[src/rtl/wss_pkg.sv]
// Package: shared types, constants and command structs for the seed selector.
package wss_pkg;
  localparam int unsigned MaxEntriesDefault = 1024;
  localparam int unsigned FracBitsDefault   = 16;
  localparam int unsigned FracScale         = 65535;

  localparam logic [1:0] OP_ADD     = 2'd0;
  localparam logic [1:0] OP_WEIGHT  = 2'd1;
  localparam logic [1:0] OP_UNIFORM = 2'd2;

  localparam logic [1:0] ST_OK    = 2'd0;
  localparam logic [1:0] ST_EMPTY = 2'd1;
  localparam logic [1:0] ST_FULL  = 2'd2;

  // datapath commands from the controller
  typedef struct packed {
    logic load_item;   // capture input item, clear sums
    logic add_write;   // write new entry at count
    logic div_start;   // start divider on read data
    logic acc_total;   // add weight to total
    logic acc_prefix;  // add weight to prefix
    logic scan_inc;    // advance scan index
    logic scan_clr;    // reset scan index
    logic cmp_load;    // start compare of prefix vs total
    logic pick_scan;   // latch scan index as pick
    logic mod_start;   // start modulo unit
    logic rd_pick;     // read pick entry
    logic use_write;   // write incremented use count
    logic out_load;    // load result register
    logic [1:0] out_status;
    logic out_zero;    // zero payload fields
  } wss_cmd_t;

  typedef struct packed {
    logic div_done;
    logic mod_done;
    logic cmp_done;
    logic reaches;
    logic scan_last;   // scan index is count-1
    logic full;
    logic empty;
  } wss_stat_t;
endpackage

[src/rtl/wss_ctrl.sv]
// Controller: sequences add, uniform and two-pass weighted select.
module wss_ctrl (
  input  logic               clk,
  input  logic               rst_n,
  input  logic               in_valid,
  output logic               in_ready,
  input  logic [1:0]         in_opcode,
  output logic               out_valid,
  input  logic               out_ready,
  output wss_pkg::wss_cmd_t  cmd,
  input  wss_pkg::wss_stat_t stat
);
  import wss_pkg::*;

  typedef enum logic [3:0] {
    S_IDLE, S_DISPATCH, S_T_RD, S_T_LD, S_T_DIV, S_P_RD, S_P_LD, S_P_DIV, S_P_CMP,
    S_U_MOD, S_RD_PICK, S_WB, S_OUT
  } state_t;

  state_t state_r, state_nxt;
  logic   out_valid_r, out_valid_nxt;
  logic [1:0] op_r, op_nxt;
  logic   dwait_r, dwait_nxt;

  assign in_ready  = (state_r == S_IDLE) && (!out_valid_r || out_ready);
  assign out_valid = out_valid_r;

  always_comb begin
    state_nxt     = state_r;
    op_nxt        = op_r;
    dwait_nxt     = dwait_r;
    out_valid_nxt = out_valid_r && !out_ready;
    cmd           = '0;
    unique case (state_r)
      S_IDLE: if (in_valid && in_ready) begin
        cmd.load_item = 1'b1;
        op_nxt = in_opcode;
        state_nxt = S_DISPATCH;
      end
      S_DISPATCH: begin
        cmd.scan_clr = 1'b1;
        if (op_r == OP_ADD) begin
          cmd.out_load = 1'b1;
          if (stat.full) begin
            cmd.out_status = ST_FULL; cmd.out_zero = 1'b1;
          end else begin
            cmd.add_write = 1'b1;
          end
          state_nxt = S_OUT;
        end else if (op_r != OP_WEIGHT && op_r != OP_UNIFORM) begin
          cmd.out_load = 1'b1; cmd.out_zero = 1'b1; state_nxt = S_OUT;
        end else if (stat.empty) begin
          cmd.out_load = 1'b1; cmd.out_zero = 1'b1; cmd.out_status = ST_EMPTY;
          state_nxt = S_OUT;
        end else if (op_r == OP_UNIFORM) begin
          cmd.mod_start = 1'b1; state_nxt = S_U_MOD;
        end else begin
          state_nxt = S_T_RD;
        end
      end
      // read issued at scan index, data valid in the next cycle, in S_T_LD
      S_T_RD: state_nxt = S_T_LD;
      S_T_LD: begin
        cmd.div_start = 1'b1; state_nxt = S_T_DIV;
      end
      S_T_DIV: if (stat.div_done) begin
        cmd.acc_total = 1'b1;
        if (stat.scan_last) begin
          cmd.scan_clr = 1'b1;
        end else begin
          cmd.scan_inc = 1'b1;
        end
        state_nxt = stat.scan_last ? S_P_RD : S_T_RD;
      end
      S_P_RD: state_nxt = S_P_LD;
      S_P_LD: begin
        cmd.div_start = 1'b1; state_nxt = S_P_DIV;
      end
      S_P_DIV: if (stat.div_done) begin
        cmd.acc_prefix = 1'b1; dwait_nxt = 1'b1; state_nxt = S_P_CMP;
      end
      S_P_CMP: begin
        if (dwait_r) begin
          cmd.cmp_load = 1'b1; dwait_nxt = 1'b0;
        end else if (stat.cmp_done) begin
          if (stat.reaches || stat.scan_last) begin
            cmd.pick_scan = 1'b1; state_nxt = S_RD_PICK;
          end else begin
            cmd.scan_inc = 1'b1; state_nxt = S_P_RD;
          end
        end
      end
      S_U_MOD: if (stat.mod_done) state_nxt = S_RD_PICK;
      S_RD_PICK: begin
        cmd.rd_pick = 1'b1; state_nxt = S_WB;
      end
      S_WB: begin
        cmd.rd_pick  = 1'b1;
        cmd.out_load = 1'b1;
        cmd.use_write = (op_r == OP_WEIGHT);
        state_nxt = S_OUT;
      end
      S_OUT: begin
        out_valid_nxt = 1'b1; state_nxt = S_IDLE;
      end
      default: state_nxt = S_IDLE;
    endcase
  end

  always_ff @(posedge clk) begin
    if (!rst_n) begin
      state_r     <= S_IDLE;
      out_valid_r <= 1'b0;
      op_r        <= OP_ADD;
      dwait_r     <= 1'b0;
    end else begin
      state_r     <= state_nxt;
      out_valid_r <= out_valid_nxt;
      op_r        <= op_nxt;
      dwait_r     <= dwait_nxt;
    end
  end

  a_accept_idle: assert property (@(posedge clk) disable iff (!rst_n)
    in_valid && in_ready |-> state_r == S_IDLE) else $error("accept outside idle");
  a_no_overlap: assert property (@(posedge clk) disable iff (!rst_n)
    in_ready |-> !out_valid_r || out_ready) else $error("accept over pending result");
  a_wb_only_weight: assert property (@(posedge clk) disable iff (!rst_n)
    cmd.use_write |-> op_r == OP_WEIGHT) else $error("use write on non-weighted op");
  a_out_follows: assert property (@(posedge clk) disable iff (!rst_n)
    state_r == S_OUT |=> out_valid_r) else $error("result not presented");
endmodule

[config.mk]
export PLATFORM = sky130hd
export DESIGN_NAME = wss_ctrl
export DESIGN_NICKNAME = d
export VERILOG_FILES = /design/src/rtl/wss_pkg.sv /design/src/rtl/wss_ctrl.sv
export SDC_FILE = /design/constraint.sdc
export NUM_CORES = 1
export LEC_CHECK = 0
export ABC_AREA = 1
export BUFFER_PORTS_ARGS = -buffer_cell sky130_fd_sc_hd__buf_4
export CAP_MARGIN = 0
export CELL_PAD_IN_SITES_DETAIL_PLACEMENT = 1
export CELL_PAD_IN_SITES_GLOBAL_PLACEMENT = 2
export CORE_UTILIZATION = 21
export DETAILED_ROUTE_END_ITERATION = 6
export GPL_TIMING_DRIVEN = 0
export PLACE_DENSITY = 0.75
export RECOVER_POWER = 50
export SLEW_MARGIN = 30
export SYNTH_ARGS = -nofsm -noshare
export SYNTH_HDL_FRONTEND = slang
export SYNTH_SLANG_ARGS = --single-unit
[constraint.sdc]
create_clock -name clk -period 1.5 [get_ports clk]
set_clock_uncertainty 0.2 [all_clocks]
set_input_delay 0.075 -clock clk [delete_from_list [all_inputs] [get_ports clk]]
set_output_delay 0.075 -clock clk [all_outputs]
set_load 0.005 [all_outputs]
== After elaboration in Yosys (flattened, before gate mapping) ==
Cells that the tools add are included.

* Multiplexer cells: 53
* Reduce and logical (&&, ||, !) cells: 16
* Equal/unequal tests: 22

{| class="wikitable"
|+ Operators with widths
! cell !! count
|-
| $mux 4 || 13
|-
| $pmux 4 s12 || 1
|-
| $mux 1 || 29
|-
| $eq 4x4->1 const B || 5
|-
| $eq 4x3->1 const B || 4
|-
| $ne 2x2->1 const B || 6
|-
| $mux 3 || 3
|-
| $eq 4x2->1 const B || 2
|-
| $pmux 1 s2 || 4
|-
| $mux 2 || 3
|-
| $reduce_and 6->1 || 1
|-
| $eq 4x1->1 const B || 1
|-
| $logic_and 1x1->1 || 4
|-
| $logic_not 4->1 || 1
|-
| $ne 2x1->1 const B || 2
|-
| $reduce_and 2->1 || 2
|-
| $reduce_or 2->1 || 2
|-
| $eq 2x1->1 const B || 1
|-
| $eq 2x2->1 const B || 1
|-
| $logic_not 1->1 || 2
|-
| $logic_not 2->1 || 1
|-
| $logic_or 1x1->1 || 2
|-
| $reduce_bool 2->1 || 1
|}

* Logic and storage cells: 95
* Output and inout port bits: 18
* Register bits after elaboration: 8

== Longest topological paths before layout ==
* Depth after elaboration: 6
* Mapped depth: 10
* Depth with buffers taken out: 9

== Worst setup path after synthesis ==
No wires, ideal clock.

* Kind: reg2reg
* Start: reg op_r[1]
* End: reg state_r[2]
* Arrival: 1.234 ns
* Setup slack: -0.048 ns
* Data required time: 1.186 ns
* Stages on the path, launching flop included: 10
* Buffers on the path: 0
* Cell sequence: dfxtp_1 inv_1 ha_1 inv_1 nor3_1 nor2_2 nor2_1 nand2_1 nor2_1 nor2_2

* Word-level cells in the longest chain between the ends: 5
* Elaborated cells on any way between the ends: 7

{| class="wikitable"
|+ RTL lines
! item !! RTL line !! RTL
|-
| start, declared || wss_ctrl.sv:22 || <nowiki>logic [1:0] op_r, op_nxt;</nowiki>
|-
| start signal, assigned || wss_ctrl.sv:119 || <nowiki>op_r <= op_nxt;</nowiki>
|-
| $ne 2x1->1 or $ne 2x2->1 (tied branches) || wss_ctrl.sv:50 || <nowiki>end else if (op_r != OP_WEIGHT && op_r != OP_UNIFORM) begin</nowiki>
|-
| $logic_and 1x1->1 || wss_ctrl.sv:50 ||
|-
| $mux 4 || wss_ctrl.sv:50 ||
|-
| $mux 4 (*) || wss_ctrl.sv:42 || <nowiki>if (op_r == OP_ADD) begin</nowiki>
|-
| $pmux 4 s12 (*) || wss_ctrl.sv:34 || <nowiki>unique case (state_r)</nowiki>
|-
| end signal, assigned || wss_ctrl.sv:117 || <nowiki>state_r <= state_nxt;</nowiki>
|-
| end, declared || wss_ctrl.sv:20 || <nowiki>state_t state_r, state_nxt;</nowiki>
|}

Mark *: on every way between the ends. The rest lies on a longest branch, timed or not.
A chain may end at the register's enable or synchronous reset.

==> impl_results.md <==
- Count leader, synth: nand2_1
- Mapped Area: 806 um2
- Global-route wire length before repair: 4.86 mm
- Crit Path Category: flop to primary output
- Placed Area: 1100 um2
- Fillers: 475
- Global router's overall resource usage: 14.6%
- Avg Cell Area, Syn: 5.84 um2
- CP required: 1.22 ns
- R2R depth: 8
- Cell taking the most area after synthesis: dfxtp_1
- H-tree levels: 1
- Synth cell types: 25
- Routed len/inst: 12.3 um
- Number of global-route vias before repair: 1122
- CTS tree: built
- Clock buffer depth: 2
- Gr ovfl total: 0
- Initial antenna violation count: 0
- DIE WIDTH: 63.9 um
- Setup violations, final: 16
- Initial core utilization: 22.0%
- Nets: 209
- Num ports: 31
- Total die area: 4090 um2
- Placer Congestion: 0.753
- Violated checks: negative setup slack
- # clock sinks: 8
- Synth area leaders: dfxtp_1 (20%), nand2_1 (16%), nor2_1 (11%)
- HP Class: primary input to flop
- Dpl ws: -0.132 ns
- Final core occ: 40.6%
- Clock transition at path regs: 0.04 ns
- Vias: 1052
- ANT cells: 0
- Most common library cells after synthesis: nand2_1 (35), nor2_1 (23), inv_1 (21)
- Core area: 3660 um2
- Drt first pass iters: 4
- Num CTS Buffers: 3
- CTS root buf: clkbuf_8
- Share of cells above drive strength 1: 58.9%
- Syn_nets: 155
- Chip Height: 63.9 um
- CP endpoint kind: primary output
- Sequential share of the synthesized area: 19.9%
- Residual DRC: 0
- Crit-path max FO: 2
- Vias per cell: 4.42
- Final worst slack: -0.130 ns
- Status: complete, but fails checks
- Max Freq: 614 MHz
- Final Hold Viols: 0
- Max_cap viols: 0
- Final cycle utilization of the critical path: 109%
- Final Critical Period: 1.63 ns
- Cell Pwr Density: 1640 nW/um2
- Site row count: 22
- Drt initial violations: 14
- Rel. slew slack: 74.8%
- Crit path largest cell delay: 0.34 ns
- Worst Path Arrival: 1.35 ns
- Final HPWL DP: 2.08 mm
- Total routed wirelength: 2.93 mm
- Worst-Skew Late Latency: 0.23 ns
- Critical-path top delay cell: dfxtp_2
- Synth top area share: 19.9%
- CP cell instances: inv_2 -> ha_4 -> inv_2 -> nor3_4 -> nor2_4 -> inv_2 -> a21oi_2 -> buf_4
- Fraction of registers with async set/reset: 0%
- Antenna viol nets, final: 0
- Total negative slack: -0.849 ns
- Critical path startpoint category: flop
- #FFs+latches synth: 8
- Syn. warnings: 0
- Multi-input gate area: 692 um2
- RSZ-0062 raised after global routing: true
- Final count of pins violating max slew: 0
- Leak: 0.000718 uW
- Most used cell, CP: inv_2
- Mapped Cells: 138
- IR drop worst, VDD: 0.000920 V
- Post-synth top flop: dfxtp_1
- Largest net degree at the start of global routing: 9
- PortBufs: 30
- Finished Cell Area: 1490 um2
- Hold Crit Depth: 4
- FF/Latch Area: 175 um2
- EDFF count, synth: 0
- Layout area overhead: 84.3%
- Measured slew at the worst slew-check pin: 0.377 ns
[per-stage QoR]
stage          hold WS [ns]  power [uW]  instances
6_report             0.0483        2430        238
3_5_place_dp          0.154        1490        216
4_1_cts              0.0484        2190        237
5_1_grt              0.0629        2640        238
2_1_floorplan       -0.0158        1120        138
3_3_place_gp          0.142        1470        216
[power by group]
part | switching [uW] | leakage [uW] | internal [uW] | total, uW
sequential | 95.3 | 0.0000687 | 296 | 392
combinational | 965 | 0.000628 | 814 | 1780
clock | 86.7 | 0.0000216 | 174 | 261
[layer usage]
metal  GRT usage [%]  wire length, um
met5               0                0
met4            2.56                0
met2            27.4             1590
met3           0.714               47
met1            18.3             1300
[what timing repair did]
action / 4_1_cts / 5_1_grt
pin swaps: 10 / 10
endpoints found under the hold margin: 8 / 0
setup endpoints to repair: 22 / 21
hold buffers: 4 / 0
gates resized for setup: 34 / 31
setup buffers: 14 / 1
[path summary, 6_finish.rpt]
| kind | from | to | slack [ns] |
|---|---|---|---|
| max | op_r[1]$_SDFFE_PN0P_ | cmd[0] | -0.13 |
| min | in_valid | op_r[0]$_SDFFE_PN0P_ | 0.05 |
| max reg2reg | op_r[1]$_SDFFE_PN0P_ | state_r[3]$_SDFFE_PN0P_ | -0.05 |
| min reg2reg | dwait_r$_SDFFE_PN0P_ | dwait_r$_SDFFE_PN0P_ | 0.32 |
[cells by family (layout without fill, tap and decap cells)]
kind of cell    count (synthesis)  in the layout  synth area share (%)
simple gates                   89             89                  52.6
flops                           8              8                  19.9
compound gates                 12             12                  8.70
fa+ha+maj                       4              4                  6.21
buf+inv                        25             77                  12.6
[state kept, by name, summed over array words and instances (netlist names)]
register,count
op_r,2
out_valid,1
dwait_r,1
state_r,4
[cell usage in the layout (no fill, tap or decap), types with 4 or more instances in the layout]
| cell | count |
|---|---|
| buf_6 | 9 |
| nand2_2 | 12 |
| nor2_4 | 9 |
| buf_4 | 36 |
| dlygate4sd3_1 | 4 |
| nor2_2 | 9 |
| inv_1 | 11 |
| nand2_1 | 26 |
| nor2_1 | 16 |
| inv_2 | 9 |
| nand3_1 | 5 |
[final cells by class]
class,count,share of cell area (%)
buffer,1,0.758
sequential,8,11.8
inverter,24,6.57
timing repair buffer,49,27.5
multi-input combinational,105,46.6
tap,48,4.04
clock buffer,3,2.78
[worst max-delay path: cells and delay by family, from the launching register on]
family / cells / cell delay (ns)
adders and majority gates: 1 / 0.27
DFF: 1 / 0.34
AOI/OAI and AO/OA: 1 / 0.03
and+or+nand+nor: 2 / 0.19
buffers and inverters: 4 / 0.30
No activity file was read; power rests on OpenSTA's default activity.
